### src/hdl/assert_macros.svh
// Assertion macros used by the compensation block RTL.
`ifndef ASSERT_MACROS_SVH
`define ASSERT_MACROS_SVH

// Same-cycle implication, sampled on clk_i, off while rst_ni is low.
`define ESHC_ASSERT_IMP(label, ante, cons, msg) \
  label: assert property (@(posedge clk_i) disable iff (!rst_ni) (ante) |-> (cons)) \
    else $error(msg);

// Next-cycle implication, sampled on clk_i, off while rst_ni is low.
`define ESHC_ASSERT_NXT(label, ante, cons, msg) \
  label: assert property (@(posedge clk_i) disable iff (!rst_ni) (ante) |=> (cons)) \
    else $error(msg);

`endif

### src/hdl/eshc_pkg.sv
// Types, register map and constants of the environmental compensation block.
package eshc_pkg;

  localparam int unsigned CfgAddrW = 5;

  typedef logic [2:0] reg_idx_t;

  localparam reg_idx_t REG_CAL_T1       = 3'd0;
  localparam reg_idx_t REG_CAL_T2       = 3'd1;
  localparam reg_idx_t REG_CAL_T3       = 3'd2;
  localparam reg_idx_t REG_CAL_H2       = 3'd3;
  localparam reg_idx_t REG_CAL_H4       = 3'd4;
  localparam reg_idx_t REG_CAL_H5       = 3'd5;
  localparam reg_idx_t REG_CAL_H_SMALL  = 3'd6;
  localparam reg_idx_t REG_TEMP_OFFSET  = 3'd7;

  localparam logic CMD_TEMP = 1'b0;
  localparam logic CMD_HUM  = 1'b1;

  typedef struct packed {
    logic [15:0] t1;
    logic [15:0] t2;
    logic [15:0] t3;
    logic [15:0] h2;
    logic [15:0] h4;
    logic [15:0] h5;
    logic [23:0] h_small;
    logic [14:0] temp_offset;
  } cfg_t;

  typedef struct packed {
    logic        en;
    logic [31:0] a;
    logic [31:0] b;
  } mul_req_t;

  localparam logic [31:0] TEMP_SCALE   = 32'd5;
  localparam logic [31:0] TEMP_ROUND   = 32'd128;
  // trunc(y*256/5) = 51*y + floor(y/5); floor(y/5) = (y*26215) >> 17 for y < 2^15
  localparam logic [31:0] DIV5_WHOLE   = 32'd51;
  localparam logic [31:0] DIV5_RECIP   = 32'd26215;
  localparam int unsigned DIV5_SHIFT   = 17;

  localparam logic [31:0] HUM_T_OFFSET = 32'd76800;
  localparam logic [31:0] HUM_ROUND_P  = 32'd16384;
  localparam logic [31:0] HUM_Q_OFFSET = 32'd32768;
  localparam logic [31:0] HUM_G_OFFSET = 32'd2097152;
  localparam logic [31:0] HUM_ROUND_G  = 32'd8192;
  localparam logic [31:0] HUM_CLAMP    = 32'd419430400;
  localparam logic [31:0] HUM_OUT_MAX  = 32'd102400;

  function automatic logic [31:0] sext16(input logic [15:0] v);
    return {{16{v[15]}}, v};
  endfunction

  function automatic logic [31:0] sext8(input logic [7:0] v);
    return {{24{v[7]}}, v};
  endfunction

  function automatic logic [31:0] asr(input logic [31:0] v, input logic [4:0] n);
    return $unsigned($signed(v) >>> n);
  endfunction

endpackage

### src/hdl/eshc_in_if.sv
// Sample channel: valid/ready handshake carrying one raw sample.
interface eshc_in_if;
  logic        valid;
  logic        ready;
  logic        cmd;
  logic [19:0] raw_sample;

  modport source (output valid, output cmd, output raw_sample, input ready);
  modport sink   (input valid, input cmd, input raw_sample, output ready);
endinterface

### src/hdl/eshc_out_if.sv
// Result channel: valid/ready handshake carrying one compensated value.
interface eshc_out_if;
  logic        valid;
  logic        ready;
  logic        result_kind;
  logic [31:0] result_value;

  modport source (output valid, output result_kind, output result_value, input ready);
  modport sink   (input valid, input result_kind, input result_value, output ready);
endinterface

### src/hdl/eshc_mul.sv
// Shared 32x32 multiplier, low word of the product registered.
module eshc_mul (
  input  logic              clk_i,
  input  eshc_pkg::mul_req_t req_i,
  output logic [31:0]       prod_o
);
  import eshc_pkg::*;

  logic [31:0] prod_q;

  // low 32 bits only, two's-complement wrap
  always_ff @(posedge clk_i) begin
    if (req_i.en) begin
      prod_q <= req_i.a * req_i.b;
    end
  end

  assign prod_o = prod_q;

endmodule

### src/hdl/eshc_regs.sv
// APB-style calibration register file.
module eshc_regs (
  input  logic                          clk_i,
  input  logic                          rst_ni,
  input  logic                          psel,
  input  logic                          penable,
  input  logic                          pwrite,
  input  logic [eshc_pkg::CfgAddrW-1:0] paddr,
  input  logic [31:0]                   pwdata,
  output logic [31:0]                   prdata,
  output logic                          pready,
  output eshc_pkg::cfg_t                cfg_o
);
  import eshc_pkg::*;

  cfg_t     cfg_q;
  cfg_t     cfg_d;
  reg_idx_t idx;
  logic     wr_en;

  assign idx    = paddr[CfgAddrW-1:2];
  assign wr_en  = psel & penable & pwrite;
  assign pready = 1'b1;

  always_comb begin
    cfg_d = cfg_q;
    if (wr_en) begin
      unique case (idx)
        REG_CAL_T1:      cfg_d.t1          = pwdata[15:0];
        REG_CAL_T2:      cfg_d.t2          = pwdata[15:0];
        REG_CAL_T3:      cfg_d.t3          = pwdata[15:0];
        REG_CAL_H2:      cfg_d.h2          = pwdata[15:0];
        REG_CAL_H4:      cfg_d.h4          = pwdata[15:0];
        REG_CAL_H5:      cfg_d.h5          = pwdata[15:0];
        REG_CAL_H_SMALL: cfg_d.h_small     = pwdata[23:0];
        REG_TEMP_OFFSET: cfg_d.temp_offset = pwdata[14:0];
      endcase
    end
  end

  always_comb begin
    unique case (idx)
      REG_CAL_T1:      prdata = {16'd0, cfg_q.t1};
      REG_CAL_T2:      prdata = {16'd0, cfg_q.t2};
      REG_CAL_T3:      prdata = {16'd0, cfg_q.t3};
      REG_CAL_H2:      prdata = {16'd0, cfg_q.h2};
      REG_CAL_H4:      prdata = {16'd0, cfg_q.h4};
      REG_CAL_H5:      prdata = {16'd0, cfg_q.h5};
      REG_CAL_H_SMALL: prdata = {8'd0, cfg_q.h_small};
      REG_TEMP_OFFSET: prdata = {17'd0, cfg_q.temp_offset};
    endcase
  end

  always_ff @(posedge clk_i or negedge rst_ni) begin
    if (!rst_ni) begin
      cfg_q <= '0;
    end else begin
      cfg_q <= cfg_d;
    end
  end

  assign cfg_o = cfg_q;

endmodule

### src/hdl/eshc_core.sv
// Compensation sequencer: drives the shared multiplier step by step.
`include "assert_macros.svh"

module eshc_core (
  input  logic           clk_i,
  input  logic           rst_ni,
  input  logic           start_i,
  input  logic           cmd_i,
  input  logic [19:0]    raw_i,
  input  eshc_pkg::cfg_t cfg_i,
  input  logic           slot_free_i,
  output logic           idle_o,
  output logic           done_o,
  output logic           kind_o,
  output logic [31:0]    value_o
);
  import eshc_pkg::*;

  typedef enum logic [4:0] {
    S_IDLE,
    S_T0, S_T1, S_T2, S_T3, S_T4, S_T5, S_T6, S_T7,
    S_H0, S_H1, S_H2, S_H3, S_H4, S_H5, S_H6, S_H7, S_H8,
    S_OUT
  } state_e;

  state_e      state_q, state_d;
  logic        cmd_q, cmd_d;
  logic [19:0] raw_q, raw_d;
  logic [31:0] x_q, x_d;
  logic [31:0] y_q, y_d;
  logic [31:0] z_q, z_d;
  logic [31:0] fine_q, fine_d;

  mul_req_t    mul_req;
  logic [31:0] p;

  logic        off_neg;
  logic [14:0] off_mag;
  logic [31:0] t_diff;
  logic [31:0] div_sum;
  logic [31:0] hum_clamped;

  eshc_mul u_mul (
    .clk_i  (clk_i),
    .req_i  (mul_req),
    .prod_o (p)
  );

  assign off_neg = cfg_i.temp_offset[14];
  assign off_mag = off_neg ? 15'(~cfg_i.temp_offset + 15'd1) : cfg_i.temp_offset;
  assign t_diff  = {16'd0, raw_q[19:4]} - {16'd0, cfg_i.t1};
  assign div_sum = y_q + p;

  always_comb begin
    if (x_q[31]) begin
      hum_clamped = '0;
    end else if (x_q > HUM_CLAMP) begin
      hum_clamped = HUM_CLAMP;
    end else begin
      hum_clamped = x_q;
    end
  end

  always_comb begin
    state_d = state_q;
    cmd_d   = cmd_q;
    raw_d   = raw_q;
    x_d     = x_q;
    y_d     = y_q;
    z_d     = z_q;
    fine_d  = fine_q;
    mul_req = '0;
    done_o  = 1'b0;

    unique case (state_q)
      S_IDLE: begin
        if (start_i) begin
          cmd_d   = cmd_i;
          raw_d   = raw_i;
          state_d = (cmd_i == CMD_HUM) ? S_H0 : S_T0;
        end
      end
      // temperature
      S_T0: begin
        mul_req = '{en: 1'b1,
                    a: {15'd0, raw_q[19:3]} - {15'd0, cfg_i.t1, 1'b0},
                    b: sext16(cfg_i.t2)};
        state_d = S_T1;
      end
      S_T1: begin
        x_d     = asr(p, 5'd11);
        mul_req = '{en: 1'b1, a: t_diff, b: t_diff};
        state_d = S_T2;
      end
      S_T2: begin
        mul_req = '{en: 1'b1, a: asr(p, 5'd12), b: sext16(cfg_i.t3)};
        state_d = S_T3;
      end
      S_T3: begin
        x_d     = x_q + asr(p, 5'd14);
        mul_req = '{en: 1'b1, a: {17'd0, off_mag}, b: DIV5_RECIP};
        state_d = S_T4;
      end
      S_T4: begin
        y_d     = p >> DIV5_SHIFT;
        mul_req = '{en: 1'b1, a: {17'd0, off_mag}, b: DIV5_WHOLE};
        state_d = S_T5;
      end
      S_T5: begin
        y_d     = off_neg ? (~div_sum + 32'd1) : div_sum;
        state_d = S_T6;
      end
      S_T6: begin
        fine_d  = x_q + y_q;
        mul_req = '{en: 1'b1, a: x_q + y_q, b: TEMP_SCALE};
        state_d = S_T7;
      end
      S_T7: begin
        x_d     = asr(p + TEMP_ROUND, 5'd8);
        state_d = S_OUT;
      end
      // humidity
      S_H0: begin
        y_d     = fine_q - HUM_T_OFFSET;
        x_d     = ({16'd0, raw_q[15:0]} << 14) + HUM_ROUND_P - (sext16(cfg_i.h4) << 20);
        mul_req = '{en: 1'b1, a: fine_q - HUM_T_OFFSET, b: sext16(cfg_i.h5)};
        state_d = S_H1;
      end
      S_H1: begin
        x_d     = asr(x_q - p, 5'd15);
        mul_req = '{en: 1'b1, a: y_q, b: sext8(cfg_i.h_small[23:16])};
        state_d = S_H2;
      end
      S_H2: begin
        z_d     = asr(p, 5'd10);
        mul_req = '{en: 1'b1, a: y_q, b: {24'd0, cfg_i.h_small[15:8]}};
        state_d = S_H3;
      end
      S_H3: begin
        mul_req = '{en: 1'b1, a: z_q, b: asr(p, 5'd11) + HUM_Q_OFFSET};
        state_d = S_H4;
      end
      S_H4: begin
        mul_req = '{en: 1'b1, a: asr(p, 5'd10) + HUM_G_OFFSET, b: sext16(cfg_i.h2)};
        state_d = S_H5;
      end
      S_H5: begin
        mul_req = '{en: 1'b1, a: x_q, b: asr(p + HUM_ROUND_G, 5'd14)};
        state_d = S_H6;
      end
      S_H6: begin
        x_d     = p;
        mul_req = '{en: 1'b1, a: asr(p, 5'd15), b: asr(p, 5'd15)};
        state_d = S_H7;
      end
      S_H7: begin
        mul_req = '{en: 1'b1, a: asr(p, 5'd7), b: {24'd0, cfg_i.h_small[7:0]}};
        state_d = S_H8;
      end
      S_H8: begin
        x_d     = x_q - asr(p, 5'd4);
        state_d = S_OUT;
      end
      S_OUT: begin
        if (slot_free_i) begin
          done_o  = 1'b1;
          state_d = S_IDLE;
        end
      end
      default: state_d = S_IDLE;
    endcase
  end

  always_ff @(posedge clk_i or negedge rst_ni) begin
    if (!rst_ni) begin
      state_q <= S_IDLE;
      cmd_q   <= CMD_TEMP;
      raw_q   <= '0;
      x_q     <= '0;
      y_q     <= '0;
      z_q     <= '0;
      fine_q  <= '0;
    end else begin
      state_q <= state_d;
      cmd_q   <= cmd_d;
      raw_q   <= raw_d;
      x_q     <= x_d;
      y_q     <= y_d;
      z_q     <= z_d;
      fine_q  <= fine_d;
    end
  end

  assign idle_o  = (state_q == S_IDLE);
  assign kind_o  = cmd_q;
  assign value_o = (cmd_q == CMD_HUM) ? {12'd0, hum_clamped[31:12]} : x_q;

  `ESHC_ASSERT_IMP(a_start_when_idle, start_i, idle_o, "start while busy")
  `ESHC_ASSERT_NXT(a_start_leaves_idle, start_i, state_q != S_IDLE, "start ignored")
  `ESHC_ASSERT_IMP(a_done_needs_slot, done_o, slot_free_i, "result dropped")
  `ESHC_ASSERT_NXT(a_fine_only_t6, state_q != S_T6, $stable(fine_q), "fine temp changed")
  `ESHC_ASSERT_IMP(a_hum_range, done_o && (cmd_q == CMD_HUM), value_o <= HUM_OUT_MAX,
                   "humidity out of range")

endmodule

### src/hdl/env_sensor_temp_humidity_compensation.sv
// Top level of the temperature and humidity compensation block.
// Each sample transaction (cmd 0 = 20-bit temperature, cmd 1 = humidity in the
// low 16 bits) yields exactly one result transaction tagged with the same kind.
// Temperature updates the stored fine temperature (calibration words t1..t3
// plus the user offset, offset*256/5 truncated toward zero) and returns it in
// 0.01 degC; humidity uses the stored fine temperature (0 after reset) and
// returns %RH * 1024, clamped to 0..102400. All math wraps at 32 bits.
// Rate: one sample at a time; a new sample is accepted only when the
// sequencer is idle again, after it has passed its result to the output
// register. The temperature and humidity sequences are paced by a single
// shared 32x32 multiplier producing one registered product per cycle for
// a chain of dependent products. The result sits in an output register, so the
// next sample can be accepted while the previous result waits to be taken.
// Calibration registers sit at byte address 4*index and should be written only
// while no transaction is in flight.
module env_sensor_temp_humidity_compensation (
  input  logic                          clk_i,
  input  logic                          rst_ni,
  eshc_in_if.sink                       sample_i,
  eshc_out_if.source                    result_o,
  input  logic                          psel,
  input  logic                          penable,
  input  logic                          pwrite,
  input  logic [eshc_pkg::CfgAddrW-1:0] paddr,
  input  logic [31:0]                   pwdata,
  output logic [31:0]                   prdata,
  output logic                          pready
);
  import eshc_pkg::*;

  cfg_t        cfg;
  logic        core_idle;
  logic        core_done;
  logic        core_kind;
  logic [31:0] core_value;
  logic        start;
  logic        slot_free;

  // output holding register
  logic        out_valid_q;
  logic        out_kind_q;
  logic [31:0] out_value_q;

  eshc_regs u_regs (
    .clk_i   (clk_i),
    .rst_ni  (rst_ni),
    .psel    (psel),
    .penable (penable),
    .pwrite  (pwrite),
    .paddr   (paddr),
    .pwdata  (pwdata),
    .prdata  (prdata),
    .pready  (pready),
    .cfg_o   (cfg)
  );

  // sample accepted only while the sequencer is idle
  assign sample_i.ready = core_idle;
  assign start          = sample_i.valid & core_idle;

  // result slot is free when empty or being drained this cycle
  assign slot_free = ~out_valid_q | result_o.ready;

  eshc_core u_core (
    .clk_i       (clk_i),
    .rst_ni      (rst_ni),
    .start_i     (start),
    .cmd_i       (sample_i.cmd),
    .raw_i       (sample_i.raw_sample),
    .cfg_i       (cfg),
    .slot_free_i (slot_free),
    .idle_o      (core_idle),
    .done_o      (core_done),
    .kind_o      (core_kind),
    .value_o     (core_value)
  );

  always_ff @(posedge clk_i or negedge rst_ni) begin
    if (!rst_ni) begin
      out_valid_q <= 1'b0;
    end else if (core_done) begin
      out_valid_q <= 1'b1;
    end else if (result_o.ready) begin
      out_valid_q <= 1'b0;
    end
  end

  always_ff @(posedge clk_i) begin
    if (core_done) begin
      out_kind_q  <= core_kind;
      out_value_q <= core_value;
    end
  end

  assign result_o.valid        = out_valid_q;
  assign result_o.result_kind  = out_kind_q;
  assign result_o.result_value = out_value_q;

endmodule
### src/flat_wrapper.sv
// flat-port wrapper written by rule: the top's interface ports become plain ports
module env_sensor_temp_humidity_compensation_flat import eshc_pkg::*;
  (clk_i, rst_ni, psel, penable, pwrite, paddr, pwdata, prdata, pready, sample_i_valid, sample_i_cmd, sample_i_raw_sample, sample_i_ready, result_o_valid, result_o_result_kind, result_o_result_value, result_o_ready);
  eshc_in_if sample_i_i ();
  eshc_out_if result_o_i ();
  input  logic clk_i;
  input  logic rst_ni;
  input  logic psel;
  input  logic penable;
  input  logic pwrite;
  input  logic [eshc_pkg::CfgAddrW-1:0] paddr;
  input  logic [31:0] pwdata;
  output logic [31:0] prdata;
  output logic pready;
  input wire logic [$bits(sample_i_i.valid)-1:0] sample_i_valid;
  input wire logic [$bits(sample_i_i.cmd)-1:0] sample_i_cmd;
  input wire logic [$bits(sample_i_i.raw_sample)-1:0] sample_i_raw_sample;
  output wire logic [$bits(sample_i_i.ready)-1:0] sample_i_ready;
  output wire logic [$bits(result_o_i.valid)-1:0] result_o_valid;
  output wire logic [$bits(result_o_i.result_kind)-1:0] result_o_result_kind;
  output wire logic [$bits(result_o_i.result_value)-1:0] result_o_result_value;
  input wire logic [$bits(result_o_i.ready)-1:0] result_o_ready;
  assign sample_i_i.valid = sample_i_valid;
  assign sample_i_i.cmd = sample_i_cmd;
  assign sample_i_i.raw_sample = sample_i_raw_sample;
  assign sample_i_ready = sample_i_i.ready;
  assign result_o_valid = result_o_i.valid;
  assign result_o_result_kind = result_o_i.result_kind;
  assign result_o_result_value = result_o_i.result_value;
  assign result_o_i.ready = result_o_ready;
  env_sensor_temp_humidity_compensation u_core (.clk_i(clk_i), .rst_ni(rst_ni), .sample_i(sample_i_i), .result_o(result_o_i), .psel(psel), .penable(penable), .pwrite(pwrite), .paddr(paddr), .pwdata(pwdata), .prdata(prdata), .pready(pready));
endmodule
### config.mk
export PLATFORM = sky130hd
export DESIGN_NAME = env_sensor_temp_humidity_compensation_flat
export DESIGN_NICKNAME = d
export VERILOG_FILES = /design/src/hdl/eshc_pkg.sv /design/src/hdl/eshc_in_if.sv /design/src/hdl/eshc_out_if.sv /design/src/hdl/eshc_mul.sv /design/src/hdl/eshc_regs.sv /design/src/hdl/eshc_core.sv /design/src/hdl/env_sensor_temp_humidity_compensation.sv /design/src/flat_wrapper.sv
export VERILOG_INCLUDE_DIRS = /design/src /design/src/hdl
export SDC_FILE = /design/constraint.sdc
export NUM_CORES = 2
export LEC_CHECK = 0
export BUFFER_PORTS_ARGS = -buffer_cell sky130_fd_sc_hd__clkbuf_2
export CAP_MARGIN = 25
export CORE_ASPECT_RATIO = 1.4
export CORE_MARGIN = 4
export CORE_UTILIZATION = 60
export CTS_CLUSTER_DIAMETER = 80
export DETAILED_ROUTE_END_ITERATION = 12
export PLACE_DENSITY = 0.77
export SYNTH_ARGS = -nofsm -noshare
export SYNTH_HDL_FRONTEND = slang
export SYNTH_SLANG_ARGS = --single-unit
export TNS_END_PERCENT = 30
### constraint.sdc
create_clock -name clk_i -period 20.7 [get_ports clk_i]
set_input_delay 0 -clock clk_i [delete_from_list [all_inputs] [get_ports clk_i]]
set_output_delay 0 -clock clk_i [all_outputs]
set_load 0.01 [all_outputs]
==> flow_summary.rst <==
.. list-table::
   :header-rows: 1

   * - Metric
     - Value
   * - Number of nets in the layout
     - 5746
   * - Slew Limit Fails
     - 0
   * - Hold Crit Class
     - in -> async
   * - Post-CTS Setup Inserts
     - 0
   * - Portion of the clock cycle consumed by the worst path in the final layout
     - a little under three fifths
   * - Yosys synthesis warning count
     - 0
   * - Number of DRC markers after the initial detailed-route iteration
     - about 4800
   * - DRC violation count after routing
     - 0
   * - Dominant register cell in the synthesized netlist
     - dfrtp_1
   * - Vias per cell
     - ~6.7
   * - Critical Path End Type
     - flip-flop
   * - Port Buf Inserts
     - between 100 and 150
   * - Sequential cell area in the final layout
     - approximately 0.009 mm2
   * - Worst path required time
     - between 20 and 25 ns
   * - Share of synthesized registers carrying an async set or reset
     - 81.2%
   * - DR pass1 iterations
     - 9
   * - Number of buffers created by CTS
     - 38
   * - Number of nets still failing antenna checks after routing
     - 0
   * - Critical setup path kind
     - reg -> reg
   * - Final total negative setup slack
     - 0 ns
   * - Unrepaired setup endpoints after global routing
     - false
   * - Data arrival at the endpoint of the critical path
     - between 10 and 15 ns
   * - Width of the die
     - around 230 um
   * - Peak Freq
     - 87.7 MHz
   * - Worst rel slew slack
     - around 25%
   * - Leading cell types in the layout, fill and taps excluded
     - inv_1, nand2_1, nor2_1, fa_1, ha_1
   * - Final hold vios
     - 0
   * - Global router's overall resource usage
     - between 40 and 50%
   * - Max-cap violations
     - 0
   * - Later-pin clock latency in the skew report
     - approximately 0.6 ns
   * - Number of cells produced by synthesis
     - 4890
   * - Clock-pin slew reported for the worst setup and hold paths after clock tree synthesis
     - 0.07 ns
   * - Element type at the critical path start
     - flip-flop
   * - Multi-input combinational cell area
     - 0.0302 mm2
   * - Global placement routability congestion
     - around 1.1
   * - Worst setup skew after layout
     - about 0.033 ns
   * - Clock tree from TritonCTS
     - yes
   * - Maximum net fanout on the critical path
     - 7
   * - Share of cells above drive strength 1
     - 10.7%
   * - R2R Path Start
     - u_core.u_core.x_q[0]
   * - Portion of the post-synthesis area used by sequential elements
     - between 20% and 30%
   * - Clock tree buffer depth
     - 3
   * - Routed vias
     - 39600
   * - Post-CTS Resized
     - 0
   * - DPL Wire Length
     - 125 mm
   * - Total gr overflow
     - 0
   * - Synthesis-to-finish area growth
     - 8.63%
   * - Maximum number of pins on one net before global-route repair
     - roughly 100
   * - Number of flip-flops and latches in the synthesized netlist
     - about 350
   * - Global-route wire length before repair
     - around 250 mm
   * - Number of antenna violations at the first check in global routing
     - 4
   * - Total of endpoints with negative setup slack in the final report
     - 0
   * - Count of standard-cell rows
     - ~120
   * - Standard cell with the maximum stage delay on the critical path
     - a2111oi_0
   * - Unique cell type count in the Yosys netlist
     - 95
   * - FILL cells
     - 5849
   * - Largest stage delay, worst path
     - 0.94 ns
   * - Cts-stage hold buffer count
     - between 40 and 50
   * - Clock period minus final worst setup slack
     - 11.40 ns
   * - Root cell of the clock tree
     - clkbuf_16
   * - Floorplan core area
     - around 0.07 mm2
   * - Count of flip-flops with a built-in enable after synthesis
     - 65
   * - Timing startpoint of the critical path
     - u_core.u_core.x_q[0]
   * - Run status
     - finished clean
   * - Vert. Die Dim
     - 323 um
   * - Transition time of the tightest slew-check pin
     - roughly 1.1 ns
   * - CTS H-tree lvls
     - 2
   * - Wire length reported by the detailed router
     - approximately 170 mm
   * - Die area
     - ~0.075 mm2
   * - Most frequent standard cell in the layout excluding fill and tap cells
     - inv_1
   * - Average routed wire per standard cell
     - about 28 um
   * - Initial Utilization
     - about three fifths
   * - Clock sinks
     - 345
   * - Syn Std Cell Area
     - 0.0424 mm2
   * - Via count of the first global-routing pass
     - approximately 41000
   * - Num ports
     - around 130
   * - Synthesized area per cell
     - about 8.7 um2
-- area by class of cell --
| class | instances | area share [%] |
|---|---|---|
| timing repair buffer | 281 | 4.28 |
| clock inverter | 20 | 0.513 |
| tap | 936 | 2.54 |
| sequential | 345 | 19.4 |
| clock buffer | 46 | 2.26 |
| antenna | 4 | 0.0217 |
| multi-input combinational | 3649 | 65.6 |
| inverter | 658 | 5.36 |
-- stage by stage --
stage                     cell area (um2)  instances  setup WS [ns]  utilization, %  hold WS (ns)
final                               46100       5939           9.30            65.6        0.0153
after global routing                46100       5936           8.74            65.6        0.0418
after CTS                           46100       5933           9.44            65.6        0.0136
after detailed placement            44300       5820           9.51            63.1        0.0836
after global placement              44300       5819           9.53            63.1        0.0793
after floorplan                     42500       4897          11.15               -        -0.296
-- cell families after synthesis --
group	share of synthesized area, %
buffers and inverters	8.10
adders and majority gates	28.1
other	0.0177
AOI/OAI and AO/OA	16.2
and+or+nand+nor	15.1
xor gates and xnor gates	6.35
muxes	4.98
DFF	21.1
-- final timing paths --
kind,to,slack [ns],cells after the start
setup / recovery,u_core.u_core.u_mul.prod_o[31],9.30,37
hold / removal,u_core.u_regs.cfg_o[117],0.02,2
min in group clk_i,u_core.u_regs.cfg_o[101],0.04,4
setup reg to reg,u_core.u_core.u_mul.prod_o[31],9.30,37
max in group asynchronous,u_core.u_core.fine_q[11],17.62,5
hold reg to reg,u_core.u_core.fine_q[5],0.49,2
-- cell usage after synthesis, types with 29 or more instances --
cell,number,area [um2]
inv_1,653,2450
nand2_1,489,1840
nor2_1,454,1700
fa_1,409,8190
ha_1,299,3740
dfrtp_1,280,7010
o21ai_0,242,1210
xnor2_1,224,1960
a21oi_1,215,1080
clkbuf_1,205,769
mux2_2,152,1710
a21o_1,80,601
nor3_1,79,395
nand3_1,77,385
xor2_1,76,666
a22oi_1,73,548
edfxtp_1,65,1950
nand2b_1,60,375
nor2b_1,58,363
a31oi_1,54,338
a221oi_1,51,447
and3_1,33,206
o21a_1,32,240
and2_1,31,194
or2_2,31,194
mux2i_1,29,290
-- state kept, by name, indices dropped and copies added (netlist names), 5 cells and up --
register and count:
u_core.u_regs.cfg_o 135, u_core.u_core.u_mul.prod_o 32, u_core.u_core.x_q 32, u_core.result_o.result_value 32, u_core.u_core.state_q 5, u_core.u_core.y_q 32, u_core.u_core.fine_q 32, u_core.u_core.raw_q 20
u_core.u_core.z_q 22
-- worst max-delay path, delay by kind of cell, from the launching register on --
family                   cells  cell delay, ns
AO/OA/AOI/OAI                6            1.96
XOR/XNOR                    10            1.86
adder cells (fa/ha/maj)     10            4.66
buffers and inverters        6            0.65
flip-flops                   1            0.56
AND/OR/NAND/NOR              5            1.43
-- per-layer routing --
metal  vias up  GRT usage (%)  share of wire (%)
met5         -         0.0638             0.0077
met4         2           43.2                 13
met3      1104           10.7                 11
met2      2774           69.5                 44
met1     19100           49.6                 32
li1      16600              -                  -
Power is not shown: default switching activity piles up to over one toggle a cycle in this logic, so the estimate is an artifact.
